## config.mk

```make
export PLATFORM = sky130hd
export DESIGN_NAME = json_syntax_validator_core
export DESIGN_NICKNAME = d
export VERILOG_FILES = /design/src/jsv_pkg.sv /design/src/json_syntax_validator_core.sv /design/src/jsv_stack_ram.sv
export SDC_FILE = /design/constraint.sdc
export NUM_CORES = 1
export LEC_CHECK = 0
export BUFFER_PORTS_ARGS = -buffer_cell sky130_fd_sc_hd__buf_2
export CAP_MARGIN = 20
export CORE_MARGIN = 2
export CORE_UTILIZATION = 40
export CTS_CLUSTER_DIAMETER = 200
export DETAILED_ROUTE_END_ITERATION = 10
export GPL_ROUTABILITY_DRIVEN = 0
export GPL_TIMING_DRIVEN = 0
export PLACE_DENSITY = 0.58
export SYNTH_ARGS = -nofsm -noshare
export SYNTH_HDL_FRONTEND = slang
export SYNTH_SLANG_ARGS = --single-unit
```

## constraint.sdc

```tcl
create_clock -name clk -period 8.79 [get_ports clk]
set_clock_uncertainty 0.1 [all_clocks]
set_input_delay 0.4395 -clock clk [delete_from_list [all_inputs] [get_ports clk]]
set_output_delay 0.4395 -clock clk [all_outputs]
set_load 0.005 [all_outputs]
```

## src/jsv_pkg.sv

```systemverilog
// shared constants, codes and literal tables for the json syntax validator
package jsv_pkg;

    localparam logic [2:0] KIND_NONE   = 3'd0;
    localparam logic [2:0] KIND_OBJECT = 3'd1;
    localparam logic [2:0] KIND_ARRAY  = 3'd2;
    localparam logic [2:0] KIND_STRING = 3'd3;
    localparam logic [2:0] KIND_TRUE   = 3'd4;
    localparam logic [2:0] KIND_FALSE  = 3'd5;
    localparam logic [2:0] KIND_NULL   = 3'd6;
    localparam logic [2:0] KIND_NUMBER = 3'd7;

    localparam logic [1:0] LIT_TRUE  = 2'd0;
    localparam logic [1:0] LIT_FALSE = 2'd1;
    localparam logic [1:0] LIT_NULL  = 2'd2;

    localparam logic [7:0] CTRL_LIMIT = 8'h20;

    localparam logic [5:0] NEST_LIMIT_RESET = 6'd32;

    typedef struct packed {
        logic       text_valid;
        logic [2:0] value_kind;
        logic [15:0] value_offset;
        logic [16:0] value_length;
    } jsv_result_t;

    function automatic logic [7:0] lit_char(input logic [1:0] which, input logic [2:0] idx);
        logic [7:0] ch;
        ch = 8'h00;
        unique case (which)
            LIT_TRUE:
                unique case (idx)
                    3'd0: ch = "t";
                    3'd1: ch = "r";
                    3'd2: ch = "u";
                    3'd3: ch = "e";
                    default: ch = 8'h00;
                endcase
            LIT_FALSE:
                unique case (idx)
                    3'd0: ch = "f";
                    3'd1: ch = "a";
                    3'd2: ch = "l";
                    3'd3: ch = "s";
                    3'd4: ch = "e";
                    default: ch = 8'h00;
                endcase
            LIT_NULL:
                unique case (idx)
                    3'd0: ch = "n";
                    3'd1: ch = "u";
                    3'd2: ch = "l";
                    3'd3: ch = "l";
                    default: ch = 8'h00;
                endcase
            default: ch = 8'h00;
        endcase
        return ch;
    endfunction

    function automatic logic [2:0] lit_len(input logic [1:0] which);
        logic [2:0] n;
        unique case (which)
            LIT_FALSE: n = 3'd5;
            LIT_TRUE, LIT_NULL: n = 3'd4;
            default: n = 3'd0;
        endcase
        return n;
    endfunction

    function automatic logic is_space(input logic [7:0] c);
        return (c == 8'h20) || (c == 8'h09) || (c == 8'h0D) || (c == 8'h0A);
    endfunction

    function automatic logic is_digit(input logic [7:0] c);
        return (c >= "0") && (c <= "9");
    endfunction

    function automatic logic is_hex(input logic [7:0] c);
        return is_digit(c) || ((c >= "a") && (c <= "f")) || ((c >= "A") && (c <= "F"));
    endfunction

endpackage

```

## src/json_syntax_validator_core.sv

```systemverilog
// json syntax validator top level: byte scanner around the nesting stack memory
//
//  channel  | dir | handshake              | word
//  s_axis   | in  | s_tvalid / s_tready    | s_tdata text_byte, s_tlast last_byte
//  m_axis   | out | m_tvalid / m_tready    | m_tdata result of one text
//  apb      | in  | psel / penable / pready| nesting_limit at address 0
//
// one byte per cycle; the stack top is cached in a register and refilled from the
// registered stack memory read in the cycle after a close, so closes can follow each other.
// results sit in an output register; a last byte stalls only while it is full and m_tready is low.
// asynchronous active-low reset; the stack memory itself is never cleared.
module json_syntax_validator_core #(
    parameter int MAX_NEST       = 32,
    parameter int MAX_TEXT_BYTES = 65536
) (
    input  logic        clk,
    input  logic        rst_n,
    input  logic        s_tvalid,
    output logic        s_tready,
    input  logic [7:0]  s_tdata,   // text_byte
    input  logic        s_tlast,   // last_byte
    output logic        m_tvalid,
    input  logic        m_tready,
    output logic [39:0] m_tdata,   // text_valid, value_kind[3], value_offset[16], value_length[17]
    input  logic        psel,
    input  logic        penable,
    input  logic        pwrite,
    input  logic [2:0]  paddr,
    input  logic [31:0] pwdata,
    output logic [31:0] prdata,
    output logic        pready
);
    import jsv_pkg::*;

    localparam int LW = $clog2(MAX_NEST + 1);
    localparam int AW = (MAX_NEST > 1) ? $clog2(MAX_NEST) : 1;
    localparam int PW = $clog2(MAX_TEXT_BYTES + 1);

    typedef enum logic [4:0] {
        M_LEAD, M_VALUE, M_FIRST_ARR, M_FIRST_OBJ, M_KEY, M_COLON, M_AFTER,
        M_TRAIL, M_STR, M_STR_ESC, M_STR_HEX, M_LIT, M_NUM_MINUS, M_NUM_ZERO,
        M_NUM_INT, M_NUM_DOT, M_NUM_FRAC, M_NUM_E, M_NUM_ESIGN, M_NUM_EXP
    } mode_t;

    mode_t       mode_reg, mode_next;
    logic [LW-1:0] level_reg, level_next;
    logic [PW-1:0] pos_reg, pos_next;
    logic [2:0]  lp_reg, lp_next;
    logic [1:0]  wl_reg, wl_next;
    logic [2:0]  hex_reg, hex_next;
    logic [PW-1:0] ts_reg, ts_next;
    logic [PW-1:0] te_reg, te_next;
    logic [2:0]  tk_reg, tk_next;
    logic        err_reg, err_next;
    logic        key_reg, key_next;
    logic        top_reg, top_next;
    logic        from_mem_reg, from_mem_next;
    logic [5:0]  limit_reg;
    logic        out_valid_reg;
    jsv_result_t out_reg, out_next;

    logic        accept;
    logic        push;
    logic        push_kind;
    logic [LW-1:0] push_level;
    logic        rd_data;
    logic        top_obj;
    logic [LW-1:0] eff_limit;
    logic [LW-1:0] rd_level;

    assign accept   = s_tvalid && s_tready;
    assign s_tready = !(s_tlast && out_valid_reg && !m_tready);
    assign m_tvalid = out_valid_reg;
    assign m_tdata  = {3'b000, out_reg.value_length, out_reg.value_offset,
                       out_reg.value_kind, out_reg.text_valid};
    assign pready   = 1'b1;
    assign prdata   = (paddr == 3'd0) ? {26'd0, limit_reg} : 32'd0;

    assign eff_limit = (int'(limit_reg) > MAX_NEST) ? LW'(MAX_NEST) : LW'(limit_reg);
    assign top_obj   = from_mem_reg ? rd_data : top_reg;
    assign rd_level  = level_reg - LW'(2);

    jsv_stack_ram #(.DEPTH(MAX_NEST), .AW(AW)) u_stack (
        .clk     (clk),
        .wr_en   (push),
        .wr_addr (AW'(push_level)),
        .wr_data (push_kind),
        .rd_addr (AW'(rd_level)),
        .rd_data (rd_data)
    );

    always_comb
    begin
        logic [7:0]  c;
        logic        bv, vd, redo, aft, trl, cls;
        logic [PW-1:0] vd_end;
        logic [LW-1:0] lvl0;
        logic [2:0]  kind;
        logic        fin;
        c = s_tdata;
        bv = 1'b0; vd = 1'b0; redo = 1'b0; aft = 1'b0; trl = 1'b0; cls = 1'b0;
        vd_end = pos_reg;
        kind = KIND_NONE;
        lvl0 = level_reg;
        fin = 1'b0;
        mode_next = mode_reg;
        level_next = level_reg;
        pos_next = pos_reg;
        lp_next = lp_reg;
        wl_next = wl_reg;
        hex_next = hex_reg;
        ts_next = ts_reg;
        te_next = te_reg;
        tk_next = tk_reg;
        err_next = err_reg;
        key_next = key_reg;
        top_next = top_obj;
        from_mem_next = 1'b0;
        push = 1'b0;
        push_kind = 1'b0;
        push_level = level_reg;
        out_next = out_reg;

        if (accept)
        begin
            if (pos_reg >= PW'(MAX_TEXT_BYTES))
            begin
                err_next = 1'b1;
            end
            else
            begin
                if (!err_reg)
                begin
                    unique case (mode_reg)
                        M_LEAD, M_VALUE:
                            if (!is_space(c)) bv = 1'b1;
                        M_FIRST_ARR:
                            if (!is_space(c))
                            begin
                                if (c == "]") cls = 1'b1;
                                else bv = 1'b1;
                            end
                        M_FIRST_OBJ, M_KEY:
                            if (!is_space(c))
                            begin
                                if (mode_reg == M_FIRST_OBJ && c == "}") cls = 1'b1;
                                else if (c == "\"")
                                begin
                                    key_next = 1'b1;
                                    mode_next = M_STR;
                                end
                                else err_next = 1'b1;
                            end
                        M_COLON:
                            if (!is_space(c))
                            begin
                                if (c == ":") mode_next = M_VALUE;
                                else err_next = 1'b1;
                            end
                        M_AFTER: aft = 1'b1;
                        M_TRAIL: trl = 1'b1;
                        M_STR:
                            if (c == "\"")
                            begin
                                if (key_reg)
                                begin
                                    key_next = 1'b0;
                                    mode_next = M_COLON;
                                end
                                else
                                begin
                                    vd = 1'b1;
                                    vd_end = pos_reg + PW'(1);
                                end
                            end
                            else if (c < CTRL_LIMIT) err_next = 1'b1;
                            else if (c == "\\") mode_next = M_STR_ESC;
                        M_STR_ESC:
                            if (c == "\"" || c == "\\" || c == "/" || c == "b" || c == "f" ||
                                c == "n" || c == "r" || c == "t")
                                mode_next = M_STR;
                            else if (c == "u")
                            begin
                                hex_next = 3'd4;
                                mode_next = M_STR_HEX;
                            end
                            else err_next = 1'b1;
                        M_STR_HEX:
                            if (!is_hex(c)) err_next = 1'b1;
                            else
                            begin
                                hex_next = (hex_reg != 3'd0) ? hex_reg - 3'd1 : hex_reg;
                                if (hex_next == 3'd0) mode_next = M_STR;
                            end
                        M_LIT:
                            if (wl_reg > LIT_NULL || lp_reg >= lit_len(wl_reg) ||
                                c != lit_char(wl_reg, lp_reg))
                                err_next = 1'b1;
                            else
                            begin
                                lp_next = lp_reg + 3'd1;
                                if (lp_next == lit_len(wl_reg))
                                begin
                                    vd = 1'b1;
                                    vd_end = pos_reg + PW'(1);
                                end
                            end
                        M_NUM_MINUS:
                            if (c == "0") mode_next = M_NUM_ZERO;
                            else if (is_digit(c)) mode_next = M_NUM_INT;
                            else err_next = 1'b1;
                        M_NUM_DOT:
                            if (is_digit(c)) mode_next = M_NUM_FRAC;
                            else err_next = 1'b1;
                        M_NUM_E:
                            if (c == "+" || c == "-") mode_next = M_NUM_ESIGN;
                            else if (is_digit(c)) mode_next = M_NUM_EXP;
                            else err_next = 1'b1;
                        M_NUM_ESIGN:
                            if (is_digit(c)) mode_next = M_NUM_EXP;
                            else err_next = 1'b1;
                        M_NUM_ZERO, M_NUM_INT, M_NUM_FRAC, M_NUM_EXP:
                            if (is_digit(c) && mode_reg != M_NUM_ZERO) ;
                            else if (c == "." && (mode_reg == M_NUM_ZERO ||
                                                  mode_reg == M_NUM_INT))
                                mode_next = M_NUM_DOT;
                            else if ((c == "e" || c == "E") && mode_reg != M_NUM_EXP)
                                mode_next = M_NUM_E;
                            else
                            begin
                                vd = 1'b1;
                                vd_end = pos_reg;
                                redo = 1'b1;
                            end
                        default: err_next = 1'b1;
                    endcase

                    if (vd)
                    begin
                        if (level_next == LW'(0))
                        begin
                            te_next = vd_end;
                            mode_next = M_TRAIL;
                        end
                        else mode_next = M_AFTER;
                    end

                    // a number ends on the byte after it: that byte is scanned again
                    if (redo)
                    begin
                        if (mode_next == M_AFTER) aft = 1'b1;
                        else trl = 1'b1;
                    end

                    if (trl && !is_space(c)) err_next = 1'b1;

                    if (aft && !is_space(c))
                    begin
                        if (level_next == LW'(0)) err_next = 1'b1;
                        else if (c == ",") mode_next = top_obj ? M_KEY : M_VALUE;
                        else if ((c == "}" && top_obj) || (c == "]" && !top_obj)) cls = 1'b1;
                        else err_next = 1'b1;
                    end

                    if (cls)
                    begin
                        level_next = level_next - LW'(1);
                        from_mem_next = 1'b1;
                        if (level_next == LW'(0))
                        begin
                            te_next = pos_reg + PW'(1);
                            mode_next = M_TRAIL;
                        end
                        else mode_next = M_AFTER;
                    end

                    if (bv)
                    begin
                        priority if (c == "{" || c == "[")
                        begin
                            kind = (c == "{") ? KIND_OBJECT : KIND_ARRAY;
                            if (level_reg >= eff_limit) err_next = 1'b1;
                            else
                            begin
                                push = 1'b1;
                                push_kind = (c == "{");
                                level_next = level_reg + LW'(1);
                                top_next = push_kind;
                                mode_next = push_kind ? M_FIRST_OBJ : M_FIRST_ARR;
                            end
                        end
                        else if (c == "\"")
                        begin
                            kind = KIND_STRING;
                            key_next = 1'b0;
                            mode_next = M_STR;
                        end
                        else if (c == "t" || c == "f" || c == "n")
                        begin
                            kind = (c == "t") ? KIND_TRUE : (c == "f") ? KIND_FALSE : KIND_NULL;
                            wl_next = (c == "t") ? LIT_TRUE : (c == "f") ? LIT_FALSE : LIT_NULL;
                            lp_next = 3'd1;
                            mode_next = M_LIT;
                        end
                        else if (c == "-")
                        begin
                            kind = KIND_NUMBER;
                            mode_next = M_NUM_MINUS;
                        end
                        else if (c == "0")
                        begin
                            kind = KIND_NUMBER;
                            mode_next = M_NUM_ZERO;
                        end
                        else if (is_digit(c))
                        begin
                            kind = KIND_NUMBER;
                            mode_next = M_NUM_INT;
                        end
                        else err_next = 1'b1;
                        if (lvl0 == LW'(0) && !err_next)
                        begin
                            ts_next = pos_reg;
                            tk_next = kind;
                        end
                    end
                end
                pos_next = pos_reg + PW'(1);
            end

            if (s_tlast)
            begin
                if (!err_next && (mode_next == M_NUM_ZERO || mode_next == M_NUM_INT ||
                                  mode_next == M_NUM_FRAC || mode_next == M_NUM_EXP))
                begin
                    if (level_next == LW'(0))
                    begin
                        te_next = pos_next;
                        mode_next = M_TRAIL;
                    end
                    else mode_next = M_AFTER;
                end
                fin = !err_next && mode_next == M_TRAIL && level_next == LW'(0);
                out_next.text_valid   = fin;
                out_next.value_kind   = fin ? tk_next : KIND_NONE;
                out_next.value_offset = fin ? 16'(ts_next) : 16'd0;
                out_next.value_length = fin ? 17'(te_next - ts_next) : 17'd0;
                mode_next = M_LEAD;
                level_next = '0;
                pos_next = '0;
                lp_next = 3'd0;
                wl_next = 2'd0;
                hex_next = 3'd0;
                ts_next = '0;
                te_next = '0;
                tk_next = KIND_NONE;
                err_next = 1'b0;
                key_next = 1'b0;
                from_mem_next = 1'b0;
            end
        end
    end

    always_ff @(posedge clk or negedge rst_n)
    begin
        if (!rst_n)
        begin
            mode_reg      <= M_LEAD;
            level_reg     <= '0;
            pos_reg       <= '0;
            lp_reg        <= 3'd0;
            wl_reg        <= 2'd0;
            hex_reg       <= 3'd0;
            ts_reg        <= '0;
            te_reg        <= '0;
            tk_reg        <= KIND_NONE;
            err_reg       <= 1'b0;
            key_reg       <= 1'b0;
            top_reg       <= 1'b0;
            from_mem_reg  <= 1'b0;
            limit_reg     <= NEST_LIMIT_RESET;
            out_valid_reg <= 1'b0;
        end
        else
        begin
            mode_reg     <= mode_next;
            level_reg    <= level_next;
            pos_reg      <= pos_next;
            lp_reg       <= lp_next;
            wl_reg       <= wl_next;
            hex_reg      <= hex_next;
            ts_reg       <= ts_next;
            te_reg       <= te_next;
            tk_reg       <= tk_next;
            err_reg      <= err_next;
            key_reg      <= key_next;
            top_reg      <= top_next;
            from_mem_reg <= from_mem_next;
            if (psel && penable && pwrite && paddr == 3'd0)
            begin
                limit_reg <= pwdata[5:0];
            end
            if (accept && s_tlast) out_valid_reg <= 1'b1;
            else if (m_tready) out_valid_reg <= 1'b0;
        end
    end

    always_ff @(posedge clk)
    begin
        if (accept && s_tlast)
        begin
            out_reg <= out_next;
        end
    end

    a_level_bound: assert property (@(posedge clk) disable iff (!rst_n)
        int'(level_reg) <= MAX_NEST)
        else $error("nesting level beyond stack depth");

    a_invalid_zero: assert property (@(posedge clk) disable iff (!rst_n)
        (m_tvalid && !m_tdata[0]) |-> (m_tdata[39:1] == 39'd0))
        else $error("invalid result carries nonzero fields");

    a_refill_after_pop: assert property (@(posedge clk) disable iff (!rst_n)
        from_mem_reg |-> ($past(level_reg) == level_reg + LW'(1)))
        else $error("stack refill without a close");
endmodule

```

## src/jsv_stack_ram.sv

```systemverilog
// nesting kind stack: one write port, one registered read port
module jsv_stack_ram #(
    parameter int DEPTH = 32,
    parameter int AW    = 5
) (
    input  logic          clk,
    input  logic          wr_en,
    input  logic [AW-1:0] wr_addr,
    input  logic          wr_data,
    input  logic [AW-1:0] rd_addr,
    output logic          rd_data
);
    logic mem [DEPTH];
    logic rd_data_reg;

    always_ff @(posedge clk)
    begin
        if (wr_en)
        begin
            mem[wr_addr] <= wr_data;
        end
        rd_data_reg <= mem[rd_addr];
    end

    assign rd_data = rd_data_reg;
endmodule
```

---- Word level (Yosys, flattened, before mapping) ----
Memories as Yosys holds them, arrays and structs flattened. A register that Yosys moved wholly into a read port is not among the register bits.
Index checks and enable logic that the tools add are counted.
word-level totals
  flip-flop bits (word level) ............. 121
  RAM bits ................................ 32
  output and inout port bits .............. 75
  logic and storage cells ................. 445
  memories ................................ 1
memory list
  name         words  width  rd ports  clocked after Yosys merged registers in  wr ports  line                 RTL
  u_stack.mem  32     1      1         1                                        1         jsv_stack_ram.sv:13  logic mem [DEPTH];
operators by class
  $add $sub $neg .......................... 7
  $lt $le $gt $ge ......................... 12
  equality and inequality tests ........... 67
  multiplexer cells ....................... 263
  reductions and logical operators ........ 76
operator list
  operator                                                   count
  two-way mux 17 bit                                         23
  two-way mux 5 bit                                          44
  two-way mux 1 bit                                          120
  two-way mux 3 bit                                          37
  == test 8 x 7 -> 1 bit, second input constant              13
  == test 8 x 6 -> 1 bit, second input constant              9
  two-way mux 6 bit                                          10
  == test 5 x 4 -> 1 bit, second input constant              10
  case mux 5 bit (10 select lines)                           1
  case mux 7 bit (5 select lines)                            1
  case mux 17 bit (2 select lines)                           1
  two-way mux 8 bit                                          4
  == test 5 x 3 -> 1 bit, second input constant              6
  == test 5 bit, second input constant                       6
  case mux 7 bit (4 select lines)                            1
  == test 8 x 4 -> 1 bit, second input constant              3
  logical OR 1 bit                                           24
  two-way mux 2 bit                                          12
  case mux 8 bit (3 select lines)                            1
  logical AND 1 bit                                          22
  case mux 7 bit (3 select lines)                            1
  logical NOT 6 bit                                          3
  adder 17 x 1 -> 17 bit, second input constant              1
  greater-or-equal comparator 17 bit, second input constant  1
  43 further kinds                                           71

---- Logic depth before layout (Yosys ltp) ----
  depth in word-level cells ............... 60
  gate-level depth with buffers ........... 33
  depth with buffers taken out ............ 31

---- By module ----
A second synthesis with hierarchy kept.
second synthesis, totals
  cells, all modules ...................... 1338
  area total of the unflattened synthesis .. 11453.5 um^2
by module, submodules not included
  module                      instances  cells an instance  area each (um^2)
  json_syntax_validator_core  1          1218               9935.8
  jsv_stack_ram               1          120                1517.7

---- Least setup slack after synthesis ----
Ideal clock, no wire load.
  path type ............................... register to register
  from .................................... reg wl_reg[0]
  to ...................................... reg out_reg, in the netlist m_tdata[36], data pin
  arrival ................................. 6214 ps
  setup slack ............................. 2219 ps
  stages on the path, launching flop included .. 33
  buffers on the path ..................... 2
  period minus slack after synthesis ...... 6571 ps
  cell sequence ........................... dfrtp_1 -> clkbuf_1 -> nor2b_1 -> ha_1 -> or3b_1 -> a211oi_1 -> mux2_1 -> o21ai_0 -> nor4_1 -> o21ai_1 -> a41oi_1 -> xor2_1 -> nor3_1 -> a21oi_1 -> nor2_1 -> buf_4 -> nor2_1 -> a21oi_1 -> ha_1 -> fa_1 -> nor2b_1 -> o21ai_0 -> a21boi_0 -> o21ai_0 -> a21boi_0 -> o21ai_0 -> a21oi_1 -> o41a_1 -> a21o_1 -> a21oi_1 -> o21ai_0 -> xor2_1 -> nor2_1
between the ends
  word-level cells in the longest chain between the ends .. 53
ends and longest elaborated chain
  element                                                                                     line                               RTL
  start, declared                                                                             json_syntax_validator_core.sv:49   logic [1:0] wl_reg, wl_next;
  start signal, assigned                                                                      json_syntax_validator_core.sv:390  wl_reg <= wl_next;
  parallel branches: the longest is 53 deep, another holds greater-or-equal comparator 3 bit  n/a
  end signal, assigned                                                                        json_syntax_validator_core.sv:412  out_reg <= out_next;
  end, declared                                                                               json_syntax_validator_core.sv:60   jsv_result_t out_reg, out_next;
Parallel ways; which one is timed is not known. The select of a mux whose other input is x is not followed.
A chain may end at the register's enable or synchronous reset.

---- Worst setup path in the final report ----
  from .................................... reg mode_reg[1]
  to ...................................... reg out_reg, in the netlist m_tdata[36], data pin
between the ends
  word-level cells in the longest chain between the ends .. 47
ends and longest elaborated chain
  element                                                                 line                               RTL
  start, declared                                                         json_syntax_validator_core.sv:45   mode_t mode_reg, mode_next;
  start signal, assigned                                                  json_syntax_validator_core.sv:386  mode_reg <= mode_next;
  parallel branches: the longest is 47 deep, another holds != test 5 bit  n/a
Parallel ways; which one is timed is not known. The select of a mux whose other input is x is not followed.

==> summary.md <==
| Metric | Value |
|---|---|
| Run status | `finished with violations` |
| Failing checks | `max-slew violations` |
| Worst VDD drop | `0.128 mV` |
| Slew @ Worst Pin | `1550 ps` |
| CTS tree | `yes` |
| Layout Utilization | `46.5%` |
| Psw | `0.000626 W` |
| Worst-case clock buffer depth | `2` |
| Top-count cell post-synth | `nor2_1` |
| Drt wl/cell | `19.8 µm` |
| # DRC | `0` |
| Non-filler cells in the finished layout | `1913` |
| Syn Area/Cell | `8.43 µm²` |
| Pwr/cell area | `149 mW/mm²` |
| Vias/cell | `5.92` |
| Antenna cells | `0` |
| Post-Syn Instances | `1394` |
| Final TNS setup | `0 ps` |
| Placed cells | `1880` |
| Area leader, netlist | `dfrtp_1` |
| First-pass GRT wire length | `59800 µm` |
| Crit path time final | `8220 ps` |
| CORE AREA | `0.0288 mm²` |
| Clk Latency, worst-skew pair | `440 ps` |
| Starting density of the core | `40.8%` |
| Vias post-DR | `11300` |
| Num rows | `62` |
| Largest fanout on the critical path | `10` |
| Ports | `126` |
| Total of max-cap violations | `0` |
| Synth area leaders | `dfrtp_1 (18%), edfxtp_1 (18%), nor2_1 (5.0%)` |
| Seq/Total Area, Yosys | `35.7%` |
| Yosys reg bits | `154` |
| Largest net degree at the start of global routing | `46` |
| Max frequency | `122 MHz` |
| RSZ-0062 raised after global routing | `no` |
| Async SR Flop Fraction | `54.5%` |
| Flop pwr share | `40.3%` |
| Share of cells above drive strength 1 | `11.9%` |
| Sw Share | `31.4%` |
| Post-synthesis cell area | `0.0117 mm²` |
| Port Buffers | `69` |
| Cts bufs inserted | `17` |
| Synth top area share | `17.7%` |
| Post-route ant nets | `0` |
| Crit path capture type | `flop` |
| Clock root cell | `clkbuf_16` |
| Clk pin slew, worst setup/hold paths | `60 ps` |
| WP data required | `8870 ps` |
| Post-synth EDFFs | `69` |
| Layout Nets | `1610` |
| Detailed Place HPWL | `27800 µm` |
| Setup Crit Path Kind | `reg2reg` |
| DRT Pass-1 Iters | `6` |
| Die Footprint | `0.0308 mm²` |
| Initial antenna violation count | `0` |
| Final hold violations | `0` |
| CP startpoint kind | `flop` |
| Internal power | `0.00136 W` |
| Synth unique cells | `92` |
| Setup slack after layout | `568 ps` |
| Yosys warns | `0` |
| Leakage | `5.21 nW` |
| Top FF cell, synth | `dfrtp_1` |
| Die height | `175 µm` |
| Worst slew margin | `-3.33%` |
| Commonest cells in the synthesized netlist | `nor2_1 (155), nand2_1 (151), o21ai_0 (115)` |
| Period utilization | `93.5%` |
| Initial drt markers | `1311` |
| Synthesis-to-layout area growth | `14.0%` |
| Worst min-delay path class | `in2reg` |
| GRT overflow | `0` |
| Final setup viols | `0` |
| Max-slew violations | `8` |
| Sink Count | `154` |
| Worst path arrival time | `8310 ps` |
| H-tree levels | `4` |
| Total track usage | `24.6%` |
| Clock share of power | `37.9%` |
| Comb power frac | `21.9%` |
| Die W | `175 µm` |
| Place WS | `112 ps` |
| Max reg flops | `37` |
| Vias in the first global route | `10600` |
| Routed WL | `37800 µm` |
[cell usage in the layout, fill, tap and decap left out, types with 30 or more instances in the layout]
cell | Yosys | final
nand2_1 | 151 | 151
edfxtp_1 | 69 | 69
dfrtp_1 | 83 | 83
a21oi_1 | 64 | 64
nor2_1 | 155 | 154
ha_1 | 42 | 42
conb_1 | 2 | 30
buf_4 | 31 | 35
o21ai_0 | 115 | 115
nand3_1 | 40 | 40
inv_1 | 42 | 41
buf_2 | 9 | 78
clkbuf_1 | 80 | 80
nor3_1 | 39 | 39
[final timing paths]
kind | startpoint | end | slack, ps | depth (start not counted)
worst min-delay path | m_tready | m_tvalid$_DFFE_PN0P_ | 90 | 2
worst min register to register | ts_reg[7]$_DFFE_PN0P_ | ts_reg[7]$_DFFE_PN0P_ | 380 | 2
max in group asynchronous | rst_n | pos_reg[15]$_DFFE_PN0P_ | 7480 | 3
min in group asynchronous | rst_n | top_reg$_DFF_PN0_ | 450 | 2
worst max register to register | mode_reg[1]$_DFFE_PN0P_ | m_tdata[36]$_SDFFCE_PN0P_ | 570 | 27
worst max-delay path | mode_reg[1]$_DFFE_PN0P_ | m_tdata[36]$_SDFFCE_PN0P_ | 570 | 27
[layer usage]
layer / GRT usage (%) / share of wire, %
met4: 7.67 / 2.4
met2: 37.8 / 44
met1: 35.6 / 46
met3: 3.96 / 7.7
met5: 0 / 0
[metrics by stage]
stage | instance area [µm²] | total power, W | hold WS [ps]
2_1_floorplan | 11900 | 0.00110 | 43.9
3_3_place_gp | 12700 | 0.00123 | 362
3_5_place_dp | 12700 | 0.00123 | 370
4_1_cts | 13400 | 0.00199 | 67.6
5_1_grt | 13400 | 0.00208 | 99.4
6_report | 13400 | 0.00199 | 85.0
[power groups by stage]
| stage | logic (W) | clock network, W | registers [W] |
|---|---|---|---|
| after detailed placement | 0.000418 | 0 | 0.000816 |
| after global placement | 0.000412 | 0 | 0.000815 |
| after global routing | 0.000474 | 0.000799 | 0.000806 |
| after CTS | 0.000422 | 0.000771 | 0.000802 |
| final | 0.000435 | 0.000754 | 0.000802 |
| after floorplan | 0.000290 | 0 | 0.000810 |
[kinds of logic after synthesis]
logic type	after synthesis	share of synthesized area (%)
buffers and inverters	171	6.55
adders and majority gates	43	4.64
muxes	47	5.19
xor gates and xnor gates	39	2.91
other	2	0.0639
DFF	154	35.7
AOI/OAI and AO/OA	368	20.5
and+or+nand+nor	570	24.4
[final cells by class]
| cell class | instances | area [µm²] |
|---|---|---|
| plain buffers | 125 | 597 |
| clock buffers | 21 | 492 |
| clock inverters | 11 | 110 |
| fillers | 2838 | 15400 |
| inverters | 46 | 173 |
| multi-input cells | 1097 | 6930 |
| flip-flops and latches | 154 | 4200 |
| well taps | 384 | 480 |
| repair buffers | 75 | 413 |
[repair_timing]
action,4_1_cts,5_1_grt
setup buffers,0,0
endpoints found under the setup margin,0,4
endpoints found under the hold margin,38,0
resized for setup,0,7
hold buffers,1,0
[worst max-delay path: stages, from the launching register on]
cell and delay [ps]:
dfrtp_1 400, buf_2 200, xnor2_1 350, nand2_1 150, a222oi_1 1310, a211o_1 340
nand2b_1 80, clkbuf_1 290, a31oi_2 620, clkbuf_1 640, nor2_1 80, a21oi_1 210
nor2_1 70, a21oi_1 210, ha_1 290, nor2b_1 150, o21ai_0 220, a21boi_0 180
o21ai_0 270, a21boi_0 160, o21ai_0 310, a21oi_1 170, o41a_1 390, a21o_1 200
a21oi_1 220, o21ai_0 140, xor2_1 140, nor2_1 50
Note: power is estimated with default switching activity, not from simulation.
